==> src/rtl/core/dws_pkg.sv <==
// Shared constants and types of the dictionary substitution block.
package dws_pkg;

	localparam int ENTRIES  = 16;
	localparam int MAX_WORD = 8;
	localparam int MAX_CODE = 8;

	localparam int IDX_W  = $clog2(ENTRIES);
	localparam int POS_W  = 3;
	localparam int LEN_W  = $clog2(MAX_WORD + 1);
	localparam int KC_W   = $clog2(MAX_CODE + 1);
	localparam int CNT_W  = 5;

	typedef enum logic [1:0] {
		ACT_DICT  = 2'd0,
		ACT_CHAR  = 2'd1,
		ACT_FLUSH = 2'd2,
		ACT_NONE  = 2'd3
	} action_t;

	typedef enum logic [2:0] {
		ST_IDLE,
		ST_LAUNCH,
		ST_SCAN,
		ST_EMIT,
		ST_SHIFT,
		ST_FINISH
	} state_t;

	// dictionary byte write broadcast to all cells
	typedef struct packed {
		logic             en;
		logic [IDX_W-1:0] idx;
		logic             side;
		logic [POS_W-1:0] pos;
		logic [7:0]       data;
	} wr_t;

	// decision token handed from cell to cell
	typedef struct packed {
		logic                       vld;
		logic                       hit;
		logic [LEN_W-1:0]           len;
		logic [MAX_CODE-1:0][7:0]   code;
	} chain_t;

endpackage

==> src/rtl/core/dws_cell.sv <==
// One dictionary entry cell: holds its word and code, matches the window, passes the token on.
module dws_cell (
	input  logic                                   clk,
	input  logic                                   arst_n,
	input  logic [dws_pkg::IDX_W-1:0]              idx,
	input  dws_pkg::wr_t                           wr,
	input  logic [dws_pkg::CNT_W-1:0]              entry_count,
	input  logic [dws_pkg::MAX_WORD-1:0][7:0]      window,
	input  logic [dws_pkg::LEN_W-1:0]              fill,
	input  dws_pkg::chain_t                        cin,
	output dws_pkg::chain_t                        cout
);
	import dws_pkg::*;

	logic [MAX_WORD-1:0][7:0] word_q;
	logic [MAX_CODE-1:0][7:0] code_q;
	logic [LEN_W-1:0]         wl;
	logic                     eq;
	logic                     match;
	chain_t                   cout_d;
	chain_t                   cout_q;

	// store dictionary bytes addressed to this entry
	always_ff @(posedge clk) begin
		if (wr.en && wr.idx == idx) begin
			if (!wr.side)
				word_q[wr.pos] <= wr.data;
			else
				code_q[wr.pos] <= wr.data;
		end
	end

	// word length: first zero byte
	always_comb begin
		wl = LEN_W'(MAX_WORD);
		for (int k = MAX_WORD - 1; k >= 0; k--) begin
			if (word_q[k] == 8'd0)
				wl = LEN_W'(k);
		end
	end

	// compare the word against the head of the window
	always_comb begin
		eq = 1'b1;
		for (int k = 0; k < MAX_WORD; k++) begin
			if (LEN_W'(k) < wl && word_q[k] != window[k])
				eq = 1'b0;
		end
		match = ({1'b0, idx} < entry_count) && (wl != '0) && (wl <= fill) && eq;
	end

	// the first matching entry claims the token
	always_comb begin
		cout_d = cin;
		if (cin.vld && !cin.hit && match) begin
			cout_d.hit  = 1'b1;
			cout_d.len  = wl;
			cout_d.code = code_q;
		end
	end

	// advance the token
	always_ff @(posedge clk or negedge arst_n) begin
		if (!arst_n) begin
			cout_q <= '0;
		end else begin
			cout_q <= cout_d;
		end
	end

	assign cout = cout_q;

endmodule

==> src/rtl/core/dictionary_word_substitution.sv <==
// Top level of the dictionary substitution block: window, control and output stage.
//
// Usage: the s_ channel carries requests. s_tuser holds the action (dictionary
// byte write, text character, end of line flush); s_tdata holds entry index,
// table side, byte position and the byte. The m_ channel returns emitted
// characters in m_tdata, with m_tlast on the final character caused by a request.
// entry_count is set over the APB port at address 0; write it only while the
// block is idle, as the block itself does not enforce this. A dictionary write
// leaves the block idle. A character that fills the eight-byte window, and each
// decision of a flush, launch a token down the chain of ENTRIES cells: a launch
// step, then through the token register of each cell in turn. The decision then
// emits the code characters of the hit, or passes the head character through,
// waiting while the output is stalled, then shifts the window; a finish step closes the request.
// A character that leaves the window short of full is stored and the block stays idle.
// One request is in work at a time; s_tready is high only when idle.
// The last character is held in a pending register so it can be marked with tlast.
// When the receiver stalls, the output register holds and the block waits.
// Reset empties the window, clears entry_count and the output stage; the
// dictionary contents are undefined until written.
module dictionary_word_substitution (
	input  logic        clk,
	input  logic        arst_n,
	input  logic        s_tvalid,
	output logic        s_tready,
	input  logic [15:0] s_tdata,   // entry_index[3:0], table_side[4], char_pos[7:5], byte_req[15:8]
	input  logic [1:0]  s_tuser,   // action[1:0]
	output logic        m_tvalid,
	input  logic        m_tready,
	output logic [7:0]  m_tdata,   // out_char[7:0]
	output logic        m_tlast,
	input  logic        psel,
	input  logic        penable,
	input  logic        pwrite,
	input  logic [2:0]  paddr,
	input  logic [31:0] pwdata,
	output logic [31:0] prdata,
	output logic        pready
);
	import dws_pkg::*;

	state_t                   state_q, state_d;
	logic [CNT_W-1:0]         entry_count_q;
	logic [MAX_WORD-1:0][7:0] win_q;
	logic [LEN_W-1:0]         fill_q;
	logic                     flush_q;
	logic                     hit_q;
	logic [LEN_W-1:0]         len_q;
	logic [MAX_CODE-1:0][7:0] code_q;
	logic [KC_W-1:0]          k_q;
	logic                     pend_valid_q;
	logic [7:0]               pend_q;
	logic                     m_tvalid_q;
	logic [7:0]               m_tdata_q;
	logic                     m_tlast_q;

	logic                     s_acc;
	action_t                  act;
	wr_t                      wr;
	chain_t                   link [ENTRIES+1];
	logic                     launch;
	logic                     out_free;
	logic                     can_prod;
	logic                     code_end;
	logic                     produce;
	logic [7:0]               prod_byte;
	logic                     push_out;
	logic                     push_last;
	logic                     shift_en;
	logic [LEN_W-1:0]         used;
	logic [LEN_W-1:0]         fill_after;

	assign act   = action_t'(s_tuser);
	assign s_acc = s_tvalid && s_tready;

	// configuration port
	assign pready = 1'b1;
	assign prdata = (paddr == 3'd0) ? {{(32-CNT_W){1'b0}}, entry_count_q} : 32'd0;

	always_ff @(posedge clk or negedge arst_n) begin
		if (!arst_n)
			entry_count_q <= '0;
		else if (psel && penable && pwrite && pready && paddr == 3'd0)
			entry_count_q <= pwdata[CNT_W-1:0];
	end

	// dictionary write broadcast
	assign wr.en   = s_acc && act == ACT_DICT;
	assign wr.idx  = s_tdata[3:0];
	assign wr.side = s_tdata[4];
	assign wr.pos  = s_tdata[7:5];
	assign wr.data = s_tdata[15:8];

	// chain of entry cells
	assign link[0] = '{vld: launch, hit: 1'b0, len: '0, code: '0};

	for (genvar e = 0; e < ENTRIES; e++) begin : g_cell
		dws_cell u_cell (
			.clk        (clk),
			.arst_n     (arst_n),
			.idx        (IDX_W'(e)),
			.wr         (wr),
			.entry_count(entry_count_q),
			.window     (win_q),
			.fill       (fill_q),
			.cin        (link[e]),
			.cout       (link[e+1])
		);
	end

	assign out_free   = !m_tvalid_q || m_tready;
	assign can_prod   = !pend_valid_q || out_free;
	assign code_end   = (k_q == KC_W'(MAX_CODE)) || (code_q[k_q[POS_W-1:0]] == 8'd0);
	assign used       = hit_q ? len_q : LEN_W'(1);
	assign fill_after = fill_q - used;

	// next state
	always_comb begin
		state_d = state_q;
		unique case (state_q)
			ST_IDLE: begin
				if (s_acc) begin
					if (act == ACT_CHAR && fill_q == LEN_W'(MAX_WORD - 1))
						state_d = ST_LAUNCH;
					else if (act == ACT_FLUSH && fill_q != '0)
						state_d = ST_LAUNCH;
				end
			end
			ST_LAUNCH: state_d = ST_SCAN;
			ST_SCAN: begin
				if (link[ENTRIES].vld)
					state_d = ST_EMIT;
			end
			ST_EMIT: begin
				if (hit_q ? code_end : can_prod)
					state_d = ST_SHIFT;
			end
			ST_SHIFT: begin
				if (flush_q && fill_after != '0)
					state_d = ST_LAUNCH;
				else
					state_d = ST_FINISH;
			end
			ST_FINISH: begin
				if (!pend_valid_q || out_free)
					state_d = ST_IDLE;
			end
			default: state_d = ST_IDLE;
		endcase
	end

	// state outputs
	always_comb begin
		s_tready  = 1'b0;
		launch    = 1'b0;
		produce   = 1'b0;
		prod_byte = win_q[0];
		push_last = 1'b0;
		shift_en  = 1'b0;
		unique case (state_q)
			ST_IDLE:   s_tready = 1'b1;
			ST_LAUNCH: launch = 1'b1;
			ST_SCAN:   ;
			ST_EMIT: begin
				if (hit_q) begin
					prod_byte = code_q[k_q[POS_W-1:0]];
					produce   = !code_end && can_prod;
				end else begin
					produce   = can_prod;
				end
			end
			ST_SHIFT:  shift_en = 1'b1;
			ST_FINISH: push_last = pend_valid_q && out_free;
			default:   ;
		endcase
	end

	assign push_out = (produce && pend_valid_q) || push_last;

	// state, window and decision registers
	always_ff @(posedge clk or negedge arst_n) begin
		if (!arst_n) begin
			state_q <= ST_IDLE;
			win_q   <= '0;
			fill_q  <= '0;
			flush_q <= 1'b0;
			hit_q   <= 1'b0;
			len_q   <= '0;
			k_q     <= '0;
		end else begin
			state_q <= state_d;
			if (s_acc) begin
				flush_q <= (act == ACT_FLUSH);
				if (act == ACT_CHAR && fill_q < LEN_W'(MAX_WORD)) begin
					win_q[fill_q[POS_W-1:0]] <= s_tdata[15:8];
					fill_q <= fill_q + LEN_W'(1);
				end
			end
			if (state_q == ST_SCAN && link[ENTRIES].vld) begin
				hit_q <= link[ENTRIES].hit;
				len_q <= link[ENTRIES].len;
				k_q   <= '0;
			end
			if (produce && hit_q)
				k_q <= k_q + KC_W'(1);
			// drop the decided bytes from the head of the window
			if (shift_en) begin
				for (int j = 0; j < MAX_WORD; j++) begin
					if ((LEN_W + 1)'(j) + (LEN_W + 1)'(used) < (LEN_W + 1)'(fill_q))
						win_q[j] <= win_q[POS_W'(j) + used[POS_W-1:0]];
					else
						win_q[j] <= 8'd0;
				end
				fill_q <= fill_after;
			end
		end
	end

	always_ff @(posedge clk) begin
		if (state_q == ST_SCAN && link[ENTRIES].vld)
			code_q <= link[ENTRIES].code;
	end

	// pending character and output register
	always_ff @(posedge clk or negedge arst_n) begin
		if (!arst_n) begin
			pend_valid_q <= 1'b0;
			m_tvalid_q   <= 1'b0;
			m_tlast_q    <= 1'b0;
		end else begin
			if (produce)
				pend_valid_q <= 1'b1;
			else if (push_last)
				pend_valid_q <= 1'b0;
			if (push_out) begin
				m_tvalid_q <= 1'b1;
				m_tlast_q  <= push_last;
			end else if (m_tready) begin
				m_tvalid_q <= 1'b0;
			end
		end
	end

	always_ff @(posedge clk) begin
		if (produce)
			pend_q <= prod_byte;
		if (push_out)
			m_tdata_q <= pend_q;
	end

	assign m_tvalid = m_tvalid_q;
	assign m_tdata  = m_tdata_q;
	assign m_tlast  = m_tlast_q;

	// checks
	a_fill_range: assert property (@(posedge clk) disable iff (!arst_n)
		fill_q <= LEN_W'(MAX_WORD))
		else $error("window fill out of range");
	a_idle_no_pend: assert property (@(posedge clk) disable iff (!arst_n)
		state_q == ST_IDLE |-> !pend_valid_q)
		else $error("character left pending while idle");
	a_token_in_scan: assert property (@(posedge clk) disable iff (!arst_n)
		link[ENTRIES].vld |-> state_q == ST_SCAN)
		else $error("chain token arrived outside scan");
	a_no_overwrite: assert property (@(posedge clk) disable iff (!arst_n)
		m_tvalid_q && !m_tready |-> !push_out)
		else $error("output register overwritten while stalled");

endmodule

==> config.mk <==
export PLATFORM = sky130hd
export DESIGN_NAME = dictionary_word_substitution
export DESIGN_NICKNAME = d
export VERILOG_FILES = /design/src/rtl/core/dws_pkg.sv /design/src/rtl/core/dws_cell.sv /design/src/rtl/core/dictionary_word_substitution.sv
export SDC_FILE = /design/constraint.sdc
export NUM_CORES = 2
export LEC_CHECK = 0
export BUFFER_PORTS_ARGS = -buffer_cell sky130_fd_sc_hd__buf_2
export CORE_ASPECT_RATIO = 2
export CORE_UTILIZATION = 25
export CTS_CLUSTER_DIAMETER = 120
export DETAILED_ROUTE_END_ITERATION = 12
export PLACE_DENSITY = 0.41
export SKIP_CTS_REPAIR_TIMING = 1
export SLEW_MARGIN = 40
export SYNTH_ARGS = -nofsm -noshare
export SYNTH_HDL_FRONTEND = slang
export SYNTH_HIERARCHICAL = 1
export SYNTH_SLANG_ARGS = --single-unit
==> constraint.sdc <==
create_clock -name clk -period 7.9 [get_ports clk]
set_clock_uncertainty 0.1 [all_clocks]
set_input_delay 0.79 -clock clk [delete_from_list [all_inputs] [get_ports clk]]
set_output_delay 0.79 -clock clk [all_outputs]
set_load 0.02 [all_outputs]
After elaboration in Yosys (flattened, before gate mapping)
Cells that the tools add are included.

storage, ports and cells
  output and inout port bits = 44
  register bits after elaboration = 3,337
  input bits = 60
  logic and storage cells = 1,634

operators by class
  muxes and demuxes = 366
  $add $sub $neg = 17
  $lt $le $gt $ge = 182
  reductions and logical operators = 451
  bitwise operators = 1
  equal/unequal tests = 157

operator list
  kind                                                                           count
  64-bit bitwise mux                                                             33
  69-bit two-way mux                                                             16
  8-bit logical NOT                                                              129
  8-bit != test                                                                  128
  4-bit two-way mux                                                              134
  3-bit by 4-bit less-than comparator with 1-bit output (first input constant)   64
  1-bit logical AND                                                              239
  8-bit binary-select mux with 3-bit select                                      9
  64-bit two-way mux                                                             3
  8-bit two-way mux                                                              21
  1-bit two-way mux                                                              139
  1-bit by 4-bit less-than comparator with 1-bit output (first input constant)   32
  2-bit by 4-bit less-than comparator with 1-bit output (first input constant)   32
  4-bit nonzero test                                                             18
  2-bit AND reduction                                                            33
  4-bit <= comparator                                                            16
  8-bit demux with 3-bit select                                                  2
  3-bit by 4-bit less-than comparator with 1-bit output (second input constant)  11
  4-bit by 5-bit less-than comparator with 1-bit output (first input constant)   8
  4-bit equality test (second input constant)                                    9
  5-bit by 4-bit less-than comparator with 1-bit output                          7
  3-bit two-way mux                                                              7
  3-bit by 4-bit adder with 5-bit output (first input constant)                  4
  4-bit by 3-bit equality test with 1-bit output (second input constant)         5
  33 further kinds                                                               75

Longest topological paths before layout
  depth in word-level cells = 22
  mapped depth = 15
  gate-level depth less buffers = 13

Modules after synthesis
The synthesis kept the hierarchy.

by module, submodules not included
  module                           area each (um^2)  cells each  instances  seq. area each (um^2)
  dws_cell (g_cell[0].u_cell ...)  7,832.5           470         11         5,595.4
  dws_cell (g_cell[5].u_cell ...)  7,856.3           469         2          5,595.4
  dws_cell (g_cell[8].u_cell ...)  7,835.0           480         2          5,595.4
  dictionary_word_substitution     10,396.2          812         1          4,629.4
  dws_cell (g_cell[7].u_cell)      7,841.3           469         1          5,595.4

Worst setup path after synthesis
No wires, ideal clock.

  kind = in2reg
  start point = in s_tvalid
  end point = reg g_cell[7].u_cell/word_q[0] in the netlist's numbering, enable pin
  data required time = 7.417 ns
  stages = 7
  data arrival time = 3.603 ns
  path buffers = 0
  slack = 3.814 ns
  library setup time = 0.383 ns
  cells stage by stage = or4b_4 nor3_1 o21ai_0 nor4b_1 nor2b_1 nand2b_1 nor3_1

RTL lines
  what                            RTL line                            text
  start: declaration              dictionary_word_substitution.sv:23  input logic s_tvalid,
  end signal: indexed assignment  dws_cell.sv:27                      word_q[wr.pos] <= wr.data;
  end: declaration                dws_cell.sv:15                      logic [MAX_WORD-1:0][7:0] word_q;

==> results.txt <==
result of the run -> completed
DRT iter0 DRCs -> 4171
H-Tree Depth -> 5
RSZ-0062 raised after global routing -> no
Reg clk slew, reported paths -> 0.07 ns
Worst Setup End Kind -> flop
Worst VDD drop -> 0.0002131 V
CTS tree -> done
nets@finish -> 9196
met3 wire len -> 14440 microns
WP data arrival -> 5.95 ns
Unique masters post-synth -> 96
met2 WL -> 246100 microns
Power Density -> 288.1 mW/mm^2
Max Clock Freq -> 189.7 MHz
slew margin rel. -> 30.73%
crit path kind -> flop to flop
top sig layer -> met5
worst slew pin tran -> 1.039 ns
dpl ws -> 2.590 ns
Post-synth top cells -> edfxtp_1, dfrtp_1, mux2_2
fin util -> 29.18%
LEAKAGE -> 55.48 nW
CP Data Required Time -> 8.58 ns
ys async rst share -> 36.23%
Seq/Total Area, Yosys -> 69.35%
vias in the first global route -> 79534
top cell type's share of synthesized area -> 47.06%
Min Clock Period, post-route -> 5.272 ns
site row count -> 382
number of synthesis warnings -> 6
Max clock buf depth -> 4
largest area contributor in the netlist -> edfxtp_1
final count of pins violating max slew -> 0
Num CTS Buffers -> 300
Fin. Hold Viols -> 0
Post-DP Area -> 0.1477 sq mm
Die ar. -> 0.5462 sq mm
Crit-path slowest cell -> or4_1
M1 wire length -> 157400 microns
Final Cell Area -> 0.1579 sq mm
Worst Hold Class -> input pin to flop
port bufs -> 48
Post-DP HPWL -> 302900 microns
share of layout cells above drive strength 1 -> 23.48%
global-route wire length before repair -> 628400 microns
largest net degree at the start of global routing -> 160
startpoint type of the worst setup path -> flop
vias -> 72180
top cells by area, synth -> edfxtp_1, dfrtp_1, mux2_2
critical-path cell list -> or4_1 > or2_1 > nand2_1 > a21oi_1 > nor2_1 > ha_1 > nor2b_1 > o21a_1 > o21a_1 > o21ai_0 > o2111ai_1 > nor4b_4 > buf_4 > buf_4 > mux2_2
Tot GR Track Use -> 16.43%
Post-synth EDFFs -> 2128
Yosys reg bits -> 3337
Slowest Stage Delay on Critical Path -> 0.60 ns
Initial Util -> 25.10%
Final Wtd Congestion -> 0.8749
GRT Residual Overflow -> 0
Syn Std Cell Area -> 0.1358 sq mm
final WL -> 452600 microns
wire per inst -> 27.65 microns
fin crit share -> 66.74%
Crit Path Max Fanout -> 41
Via density -> 4.410
P&R area growth vs syn -> 16.29%
clock latency on the worst-skew pair -> 0.91 ns
antenna violations before repair -> 28
IO Count -> 104
Final WS setup -> 2.628 ns
Syn Inst Count -> 8349
core area -> 0.5410 sq mm
antenna viol nets, final -> 0
final setup fails -> 0
drt first pass iters -> 6
Post-synth top flop -> edfxtp_1
flop2flop setup slack -> 2.63 ns
Max Cap Violations -> 0
die height -> 1044 microns
DRC violations left -> 0
Avg Inst Size Synth -> 16.26 sq um
top-count cell post-synth -> edfxtp_1
CTS sink count -> 3337
total power -> 0.04549 W
family with the most delay on the worst path -> simple AND/OR/NAND/NOR gates
CP bufs+invs -> 2
Die Width -> 523.1 microns
Root Buffer -> clkbuf_16
setup_tns -> 0 ns
[area by class of cell]
type                       instances  area (sq um)
clock buffer                     409          8357
antenna                           22         55.05
multi-input combinational       4841         41220
inverter                         189         709.4
timing repair buffer             324          2950
tap                             7104          8889
fill                           53660        383200
sequential                      3337         94170
clock inverter                   142          1541
[final timing paths]
| path | from | to | cells past startpoint |
|---|---|---|---|
| worst max-delay path | g_cell[8].u_cell/word_q[53] | g_cell[8].u_cell/cout[18] | 15 |
| worst min-delay path | pwdata[1] | entry_count_q[1] | 2 |
| worst max register to register | g_cell[8].u_cell/word_q[53] | g_cell[8].u_cell/cout[18] | 15 |
| worst min register to register | g_cell[3].u_cell/cout[69] | g_cell[4].u_cell/cout[69] | 0 |
| max in group asynchronous | arst_n | k_q[2] | 6 |
| min in group asynchronous | arst_n | win_q[52] | 2 |
[report_power, final]
part	switching [W]	internal [W]	leakage, nW
Sequential	0.000885	0.0192	33.2
Combinational	0.00703	0.00345	17.4
Clock	0.00671	0.00821	4.82
Total	0.0146	0.0309	55.5
[cells by family after synthesis]
family,Yosys count,synth area share (%)
xor+xnor,1098,7.094
mux,1313,11.42
fa+ha+maj,143,1.323
other cells,2,0.005531
simple gates,1551,6.235
flops,3337,69.35
buf+inv,397,1.666
compound gates,508,2.908
[metrics by stage]
step | hold slack [ns] | cells
6_report | 0.03016 | 16368
5_1_grt | 0.02054 | 16359
4_1_cts | -0.4193 | 16341
3_5_place_dp | 0.2664 | 15790
3_3_place_gp | 0.2664 | 15778
2_1_floorplan | 0.2463 | 8575
[layer usage]
metal  track usage, %  vias to the layer above
met2            31.36                     1616
met4            10.95                       10
li1                 -                    32104
met5                0                        -
met1            16.66                    37614
met3            1.683                      836
[cell usage in the layout (no fill, tap or decap), types with 53 or more instances in the layout]
cell,synthesis,routed
nor2_1,217,202
nor4_1,339,305
o21ai_0,73,73
clkbuf_16,0,308
a21oi_1,92,87
mux2_4,119,119
ha_1,142,141
conb_1,2,228
nand2_1,333,331
nand2b_1,88,75
xnor2_1,714,714
edfxtp_1,2128,2128
nor3_1,140,53
xor2_1,382,382
dfrtp_1,1209,1194
mux2_2,956,956
inv_1,182,180
clkbuf_1,46,74
nand4_1,206,206
buf_4,111,231
mux2i_1,174,174
nor3_2,0,83
[flip-flops by register name, summed over array words and instances, names as in the netlist, 5 cells and up]
signal,count
g_cell.u_cell/cout,1120
g_cell.u_cell/code_q,1024
pend_q,8
g_cell.u_cell/word_q,1024
win_q,64
code_q,64
entry_count_q,5
m_tdata,8
(Power assumes the default switching activity.)
